===== config.mk =====
export PLATFORM = sky130hd
export DESIGN_NAME = fully_assoc_cache_replacement
export DESIGN_NICKNAME = d
export VERILOG_FILES = /design/src/rtl/facr_pkg.sv /design/src/rtl/fully_assoc_cache_replacement.sv
export SDC_FILE = /design/constraint.sdc
export NUM_CORES = 1
export LEC_CHECK = 0
export BUFFER_PORTS_ARGS = -buffer_cell sky130_fd_sc_hd__buf_4
export CAP_MARGIN = 20
export CORE_MARGIN = 4
export CORE_UTILIZATION = 63
export DETAILED_ROUTE_END_ITERATION = 7
export GPL_TIMING_DRIVEN = 0
export PLACE_DENSITY = 0.86
export SLEW_MARGIN = 20
export SYNTH_ARGS = -nofsm -noshare
export SYNTH_HDL_FRONTEND = slang
export SYNTH_SLANG_ARGS = --single-unit

===== constraint.sdc =====
create_clock -name clk -period 10.85 [get_ports clk]
set_input_delay 1.085 -clock clk [delete_from_list [all_inputs] [get_ports clk]]
set_output_delay 1.085 -clock clk [all_outputs]
set_load 0.005 [all_outputs]

===== src/rtl/facr_pkg.sv =====
// Shared types, constants and helpers for the fully associative cache tag store.
// Used by fully_assoc_cache_replacement; no other dependencies.
package facr_pkg;

  localparam int LINES_DEF      = 16;
  localparam int BLOCK_BITS_DEF = 16;
  localparam int IN_BLOCK_W     = 16;
  localparam int OUT_LINE_W     = 4;
  localparam int CNT_W          = 16;
  localparam int LFSR_W         = 16;
  localparam int POLICY_W       = 2;
  localparam int LIU_W          = 5;
  localparam int CFG_W          = 5;
  localparam logic [LFSR_W-1:0] LFSR_SEED = 16'hACE1;
  localparam logic [LIU_W-1:0]  LIU_RESET = 5'd16;

  typedef enum logic [POLICY_W-1:0] {
    POL_RANDOM = 2'd0,
    POL_FIFO   = 2'd1,
    POL_LFU    = 2'd2,
    POL_LRU    = 2'd3
  } policy_t;

  typedef enum logic {
    CFG_POLICY = 1'b0,
    CFG_LINES  = 1'b1
  } cfg_idx_t;

  typedef enum logic [2:0] {
    S_IDLE,
    S_SCAN,
    S_DEC,
    S_MOD,
    S_GET,
    S_GETW,
    S_UPD,
    S_DONE
  } state_t;

  function automatic logic [LFSR_W-1:0] lfsr_step(input logic [LFSR_W-1:0] l);
    logic b;
    b = l[0] ^ l[2] ^ l[3] ^ l[5];
    return {b, l[LFSR_W-1:1]};
  endfunction

endpackage


===== src/rtl/fully_assoc_cache_replacement.sv =====
// Top level of the fully associative cache tag store with selectable replacement.
// Depends on facr_pkg for types, constants and the LFSR step.
//
// One word in, one word out per access. An access scans the tag memory over the
// lines in use, takes a decision, fetches the chosen line, rewrites ages and counts
// in a second pass over the lines in use, and posts the result; a random replacement
// adds a bit-serial LFSR modulo step before the fetch. The next word is accepted
// only after the result is posted, so accesses do not overlap. The tag memory, with
// one read and one write per cycle, sets the pace of both passes.
// A new word is taken as soon as the previous one sits in the output register.
module fully_assoc_cache_replacement #(
  parameter int LINES      = facr_pkg::LINES_DEF,
  parameter int BLOCK_BITS = facr_pkg::BLOCK_BITS_DEF
) (
  input  logic                             clk,
  input  logic                             rst_n,
  input  logic                             in_valid,
  output logic                             in_stall,
  input  logic [facr_pkg::IN_BLOCK_W-1:0]  in_block,
  output logic                             out_valid,
  input  logic                             out_stall,
  output logic                             out_hit,
  output logic [facr_pkg::OUT_LINE_W-1:0]  out_line,
  output logic                             out_evicted,
  output logic [facr_pkg::IN_BLOCK_W-1:0]  out_evicted_block,
  input  logic                             cfg_we,
  input  facr_pkg::cfg_idx_t               cfg_idx,
  input  logic [facr_pkg::CFG_W-1:0]       cfg_wdata
);

  localparam int IW = (LINES > 1) ? $clog2(LINES) : 1;
  localparam int NW = $clog2(LINES + 1);
  localparam int MW = $clog2(facr_pkg::LFSR_W + 1);
  localparam logic [IW-1:0] RMAX = IW'(LINES - 1);
  localparam logic [facr_pkg::CNT_W-1:0] CMAX = '1;

  typedef struct packed {
    logic [BLOCK_BITS-1:0]      blk;
    logic [facr_pkg::CNT_W-1:0] cnt;
    logic [IW-1:0]              rank;
  } entry_t;

  entry_t mem [LINES];
  entry_t rd_data_r;
  entry_t old_r;
  entry_t wd;
  logic   we;
  logic   rd_en;
  logic [IW-1:0] rd_addr;

  facr_pkg::state_t  state_r, state_nxt;
  facr_pkg::policy_t policy_r;
  logic [facr_pkg::LIU_W-1:0] liu_r;
  logic [LINES-1:0]           valid_r;
  logic [facr_pkg::LFSR_W-1:0] lfsr_r, q_r;
  logic [BLOCK_BITS-1:0]      blk_r;
  logic [NW-1:0]              n_r, scan_r, rem_r;
  logic [NW:0]                rem_tmp;
  logic [MW-1:0]              mcnt_r;
  logic                       rd_vld_r;
  logic [IW-1:0]              rd_idx_r;
  logic                       hit_f_r, emp_f_r;
  logic [IW-1:0]              hit_idx_r, emp_idx_r, lfu_idx_r, rk_idx_r, t_r;
  logic [facr_pkg::CNT_W-1:0] lfu_cnt_r;
  logic [BLOCK_BITS-1:0]      lfu_blk_r;
  logic [IW-1:0]              rk_max_r;
  logic                       out_valid_r, out_hit_r, out_ev_r;
  logic [facr_pkg::OUT_LINE_W-1:0] out_line_r;
  logic [facr_pkg::IN_BLOCK_W-1:0] out_evb_r;

  logic [NW-1:0]         n_in;
  logic [BLOCK_BITS-1:0] blk_in;
  logic                  promote, was_valid, scan_done;

  always_comb begin
    if (liu_r == '0) begin
      n_in = NW'(1);
    end else if ({1'b0, liu_r} > (facr_pkg::LIU_W + 1)'(LINES)) begin
      n_in = NW'(LINES);
    end else begin
      n_in = NW'(liu_r);
    end
  end

  assign blk_in    = BLOCK_BITS'({{BLOCK_BITS{1'b0}}, in_block});
  assign promote   = !hit_f_r || (policy_r == facr_pkg::POL_LRU);
  assign was_valid = hit_f_r || !emp_f_r;
  assign scan_done = (scan_r == n_r) && !rd_vld_r;
  assign rem_tmp   = {rem_r, q_r[facr_pkg::LFSR_W-1]};

  // next state
  always_comb begin
    state_nxt = state_r;
    unique case (state_r)
      facr_pkg::S_IDLE: if (in_valid) state_nxt = facr_pkg::S_SCAN;
      facr_pkg::S_SCAN: if (scan_done) state_nxt = facr_pkg::S_DEC;
      facr_pkg::S_DEC: begin
        if (!hit_f_r && !emp_f_r && policy_r == facr_pkg::POL_RANDOM) begin
          state_nxt = facr_pkg::S_MOD;
        end else begin
          state_nxt = facr_pkg::S_GET;
        end
      end
      facr_pkg::S_MOD: if (mcnt_r == MW'(facr_pkg::LFSR_W - 1)) state_nxt = facr_pkg::S_GET;
      facr_pkg::S_GET:  state_nxt = facr_pkg::S_GETW;
      facr_pkg::S_GETW: state_nxt = facr_pkg::S_UPD;
      facr_pkg::S_UPD:  if (scan_done) state_nxt = facr_pkg::S_DONE;
      facr_pkg::S_DONE: if (!out_valid_r || !out_stall) state_nxt = facr_pkg::S_IDLE;
      default: state_nxt = facr_pkg::S_IDLE;
    endcase
  end

  // outputs of the sequencer
  always_comb begin
    in_stall = 1'b1;
    rd_en    = 1'b0;
    rd_addr  = scan_r[IW-1:0];
    unique case (state_r)
      facr_pkg::S_IDLE: in_stall = 1'b0;
      facr_pkg::S_SCAN,
      facr_pkg::S_UPD:  rd_en = (scan_r != n_r);
      facr_pkg::S_GET: begin
        rd_en   = 1'b1;
        rd_addr = t_r;
      end
      default: rd_en = 1'b0;
    endcase
  end

  // write-back of the line read last cycle
  always_comb begin
    we = 1'b0;
    wd = rd_data_r;
    if (state_r == facr_pkg::S_UPD && rd_vld_r) begin
      if (rd_idx_r == t_r) begin
        we = 1'b1;
        if (hit_f_r) begin
          wd.cnt = (rd_data_r.cnt == CMAX) ? CMAX : rd_data_r.cnt + 1'b1;
        end else begin
          wd.blk = blk_r;
          wd.cnt = facr_pkg::CNT_W'(1);
        end
        if (promote) wd.rank = '0;
      end else if (valid_r[rd_idx_r] && promote &&
                   (!was_valid || rd_data_r.rank < old_r.rank) &&
                   rd_data_r.rank != RMAX) begin
        we = 1'b1;
        wd.rank = rd_data_r.rank + 1'b1;
      end
    end
  end

  always_ff @(posedge clk) begin
    if (rd_en) rd_data_r <= mem[rd_addr];
    if (we) mem[rd_idx_r] <= wd;
  end

  always_ff @(posedge clk) begin
    if (!rst_n) begin
      state_r     <= facr_pkg::S_IDLE;
      policy_r    <= facr_pkg::POL_RANDOM;
      liu_r       <= facr_pkg::LIU_RESET;
      valid_r     <= '0;
      lfsr_r      <= facr_pkg::LFSR_SEED;
      rd_vld_r    <= 1'b0;
      out_valid_r <= 1'b0;
    end else begin
      state_r  <= state_nxt;
      rd_vld_r <= rd_en && state_r != facr_pkg::S_GET;
      if (cfg_we) begin
        unique case (cfg_idx)
          facr_pkg::CFG_POLICY: policy_r <= facr_pkg::policy_t'(cfg_wdata[facr_pkg::POLICY_W-1:0]);
          facr_pkg::CFG_LINES:  liu_r    <= cfg_wdata[facr_pkg::LIU_W-1:0];
        endcase
      end
      if (we && rd_idx_r == t_r) valid_r[t_r] <= 1'b1;
      if (state_r == facr_pkg::S_DEC && state_nxt == facr_pkg::S_MOD) begin
        lfsr_r <= facr_pkg::lfsr_step(lfsr_r);
      end
      out_valid_r <= (state_r == facr_pkg::S_DONE && state_nxt == facr_pkg::S_IDLE) ||
                     (out_valid_r && out_stall);
    end
  end

  always_ff @(posedge clk) begin
    if (rd_en) rd_idx_r <= rd_addr;
    unique case (state_r)
      facr_pkg::S_IDLE: begin
        blk_r   <= blk_in;
        n_r     <= n_in;
        scan_r  <= '0;
        hit_f_r <= 1'b0;
        emp_f_r <= 1'b0;
      end
      facr_pkg::S_SCAN: begin
        if (rd_en) scan_r <= scan_r + 1'b1;
        if (scan_done) scan_r <= '0;
        if (rd_vld_r) begin
          if (!hit_f_r && valid_r[rd_idx_r] && rd_data_r.blk == blk_r) begin
            hit_f_r   <= 1'b1;
            hit_idx_r <= rd_idx_r;
          end
          if (!emp_f_r && !valid_r[rd_idx_r]) begin
            emp_f_r   <= 1'b1;
            emp_idx_r <= rd_idx_r;
          end
          if (rd_idx_r == '0 || rd_data_r.cnt < lfu_cnt_r ||
              (rd_data_r.cnt == lfu_cnt_r && rd_data_r.blk < lfu_blk_r)) begin
            lfu_idx_r <= rd_idx_r;
            lfu_cnt_r <= rd_data_r.cnt;
            lfu_blk_r <= rd_data_r.blk;
          end
          if (rd_idx_r == '0 || rd_data_r.rank > rk_max_r) begin
            rk_idx_r <= rd_idx_r;
            rk_max_r <= rd_data_r.rank;
          end
        end
      end
      facr_pkg::S_DEC: begin
        q_r    <= facr_pkg::lfsr_step(lfsr_r);
        rem_r  <= '0;
        mcnt_r <= '0;
        priority if (hit_f_r)                        t_r <= hit_idx_r;
        else if (emp_f_r)                            t_r <= emp_idx_r;
        else if (policy_r == facr_pkg::POL_LFU)      t_r <= lfu_idx_r;
        else                                         t_r <= rk_idx_r;
      end
      facr_pkg::S_MOD: begin
        q_r    <= q_r << 1;
        mcnt_r <= mcnt_r + 1'b1;
        if (rem_tmp >= {1'b0, n_r}) begin
          rem_r <= NW'(rem_tmp - {1'b0, n_r});
          t_r   <= IW'(rem_tmp - {1'b0, n_r});
        end else begin
          rem_r <= NW'(rem_tmp);
          t_r   <= IW'(rem_tmp);
        end
      end
      facr_pkg::S_GETW: old_r <= rd_data_r;
      facr_pkg::S_UPD: begin
        if (rd_en) scan_r <= scan_r + 1'b1;
      end
      facr_pkg::S_DONE: begin
        if (!out_valid_r || !out_stall) begin
          out_hit_r  <= hit_f_r;
          out_line_r <= facr_pkg::OUT_LINE_W'({{facr_pkg::OUT_LINE_W{1'b0}}, t_r});
          out_ev_r   <= !was_valid ? 1'b0 : !hit_f_r;
          out_evb_r  <= (!hit_f_r && !emp_f_r) ?
                        facr_pkg::IN_BLOCK_W'({{facr_pkg::IN_BLOCK_W{1'b0}}, old_r.blk}) : '0;
        end
      end
      default: ;
    endcase
  end

  assign out_valid         = out_valid_r;
  assign out_hit           = out_hit_r;
  assign out_line          = out_line_r;
  assign out_evicted       = out_ev_r;
  assign out_evicted_block = out_evb_r;

`ifndef SYNTH
  a_ev_not_hit: assert property (@(posedge clk) disable iff (!rst_n)
    out_valid_r && out_ev_r |-> !out_hit_r)
    else $error("eviction reported on a hit");

  a_valid_grow: assert property (@(posedge clk) disable iff (!rst_n)
    $countones(valid_r) >= $past($countones(valid_r)))
    else $error("valid line lost");

  a_mod_only_random: assert property (@(posedge clk) disable iff (!rst_n)
    state_r == facr_pkg::S_MOD |-> !hit_f_r && !emp_f_r && policy_r == facr_pkg::POL_RANDOM)
    else $error("random victim search without random replacement");

  a_no_write_idle: assert property (@(posedge clk) disable iff (!rst_n)
    we |-> state_r == facr_pkg::S_UPD)
    else $error("tag write outside update pass");
`endif

endmodule

==> impl_metrics.ini <==
[run_status]
status = finished clean

[worst_hold_path]
hold_start = hit_f_r$_DFFE_PP_
hold_class = reg2reg

[cts]
cts.sinks = 812
clk_latency_ps = 630
cts_buffer_depth = 3
htree_levels = 3
cts-hold-fix-buffers = 0
tritoncts = done
cts_resized = 0
post_cts_buffers = 0
cts-root-buf = clkbuf_16
numCtsBuffers = 79
clkTransAtPathRegs_ps = 60

[drt]
post_drt_via_cell_ratio = 6.664
drc = 0
drt-initial-drc-count = 3949
drtAntennaViolNets = 0
totalWireLength_mm = 89.94
vias = 23003
first_pass_iters = 8
wl_per_cell_um = 26.06

[global_route]
grt_pass1_vias = 23220
grt_antenna_before_repair = 1
track_usage = 0.3115
grt_max_degree = 24
grt.overflow.total = 0
grt_pass1_wl_mm = 134.5

[placed_design]
placedCellCount = 3320
gp_congestion = 0.9271
portBuffers = 48
hpwlAfterDp_mm = 59.57

[synthesis]
syn_area_um2 = 33560
synth_fp_nets = 2569
synth-seq-cells = 812
synthDistinctLibCells = 63
syn_inst = 2491
yosysWarningCount = 0
synth_edf_count = 768
async_reset_ff_frac = 0
synth_seq_area_share = 0.7135
synth_flop_cell = edfxtp_1
avgSynthCellArea_um2 = 13.47

[timing]
finalSetupViolations = 0
hold_violations = 0
min_period_over_period = 0.3984
fin_skew_ps = 25.42
min_period_ps = 4323
fin_setup_tns_ps = 0
relSlewSlack = 0.1899
worst_pin_slew_ps = 1192
rsz0062_at_grt = no
slew_violations = 0
whs_ps = 459.3
fmax_mhz = 231.3

[floorplan]
die_h_um = 238.8
rows = 84
io_pins = 51
die_w_um = 238.8
die-area_um2 = 57020
coreArea_um2 = 52660
initial_utilization = 0.6373

[run]
maxCapViolations = 0

[critical_path]
arrival_ps = 4630
crit_path_start_kind = register
r2r-start = rd_idx_r[3]$_DFFE_PN_
endpoint_kind = register
crit_type = reg2reg
cp_data_required_time_ps = 11160
startpoint = rd_idx_r[3]$_DFFE_PN_
critPathMaxFanout = 10

[finish]
area_delta_synth_final_pct = 13.35
register_area_um2 = 23940
fillers = 3008
fin_nets = 2791
drive_gt1_frac = 0.1382
multi_input_area_um2 = 8891
diodes = 0
finalNonFillerCells = 3452

[pwr]
power_density_nw_per_um2 = 178.5
p_total_mw = 6.791
leakage_nw = 13.85
peakVddDrop_uv = 124.9
-- state kept, by name, indices dropped and copies added (netlist names), 16 cells and up --
name,cells
valid_r,16
lfsr_r,16
rd_data_r,36
lfu_blk_r,16
lfu_cnt_r,16
q_r,16
old_r,20
out_evicted_block,16
mem,576
blk_r,16
-- cell usage after synthesis (15+ instances only) --
cell type,count,area share
mux2i_1,123,0.037
nor3_1,23,0.0034
o221ai_1,36,0.0094
clkbuf_1,69,0.0077
nor2_1,51,0.0057
inv_1,61,0.0068
a32oi_1,37,0.0097
xnor2_1,21,0.0055
a21boi_0,15,0.0034
o21a_1,17,0.0038
buf_4,25,0.0056
and2_1,22,0.0041
o21ai_1,16,0.0024
dfxtp_1,44,0.026
nand2_1,594,0.066
mux2_2,36,0.012
edfxtp_1,768,0.69
a21oi_1,49,0.0073
xor2_1,15,0.0039
o21ai_0,90,0.013
buf_2,31,0.0046
ha_1,50,0.019
nand3_1,173,0.026
-- critical path, stage by stage (launching register included) --
cell      delay, ps
edfxtp_1        460
clkbuf_1        550
xor2_1          200
nor4_4          500
and2_1          210
buf_2           300
a21oi_4         130
nor4_2          680
buf_2           390
buf_4           220
buf_4           160
buf_2           190
-- stage by stage --
step | util | worst slack [ps] | area [µm²]
finish | 0.7223 | 6527 | 38030
global route | 0.7223 | 6356 | 38030
CTS | 0.7214 | 6429 | 37990
detailed placement | 0.6764 | 6577 | 35620
global placement | 0.6605 | 1060 | 34780
floorplan | - | 5209 | 33560
-- kinds of logic after synthesis --
logic type | Yosys count | share of synthesized area
simple gates | 935 | 0.1204
flops | 812 | 0.7135
compound gates | 297 | 0.05854
buf+inv | 196 | 0.02685
mux | 164 | 0.05209
fa+ha+maj | 51 | 0.01924
xor+xnor | 36 | 0.009397
-- placed cells by master (no fill, tap or decap), drive strengths merged, types with 3 or more instances in the layout --
cell type / Yosys / final
nand4: 12 / 12
or4: 3 / 3
and3: 7 / 7
nor2: 53 / 53
ha: 50 / 50
mux4: 4 / 4
a21oi: 50 / 50
and2: 22 / 22
dfxtp: 44 / 44
clkinv: 0 / 20
xnor2: 21 / 21
a21o: 5 / 5
nor4: 13 / 13
edfxtp: 768 / 768
nand3: 173 / 173
o21ai: 106 / 106
o21a: 17 / 17
clkbuf: 69 / 174
nand3b: 4 / 4
o211ai: 3 / 3
nand2: 594 / 594
a211o: 3 / 3
a32oi: 37 / 37
mux2i: 124 / 124
or3: 3 / 3
nor2b: 10 / 10
o221ai: 36 / 36
o31ai: 6 / 6
a21boi: 15 / 15
bufinv: 0 / 4
xor2: 15 / 15
nor3: 23 / 23
buf: 64 / 205
mux2: 36 / 36
nand2b: 12 / 12
inv: 63 / 64
a41oi: 3 / 3
-- cell type report --
type                       count  share of cell area
multi-input combinational   1483              0.2338
tap                          688             0.02263
timing repair buffer         141             0.02809
inverter                      63            0.006283
buffer                       133             0.01744
clock inverter                27            0.006612
sequential                   812              0.6295
clock buffer                 105             0.05566
-- routing by layer --
layer	vias up	global-route usage	wire length, µm
met4	2	0.1680	5616
met3	467	0.08364	11940
li1	9600	-	-
met5	-	0	11
met2	1950	0.5009	42640
met1	10984	0.3902	29740
-- where the power goes --
group	leakage (nW)	total (mW)	switching, mW	internal, mW
clock	1.14	2.59	1.13	1.46
combinational	5.38	0.628	0.441	0.187
sequential	7.32	3.57	0.0529	3.52
total	13.8	6.79	1.62	5.17
-- final timing paths --
check                               to  slack (ps)  cells after the start
setup / recovery  mem[4][18]$_DFFE_PP_        6530                     11
hold reg to reg      out_hit$_DFFE_PP_         460                      0
hold / removal       out_hit$_DFFE_PP_         460                      0
setup reg to reg  mem[4][18]$_DFFE_PP_        6530                     11
(Power assumes the default switching activity.)
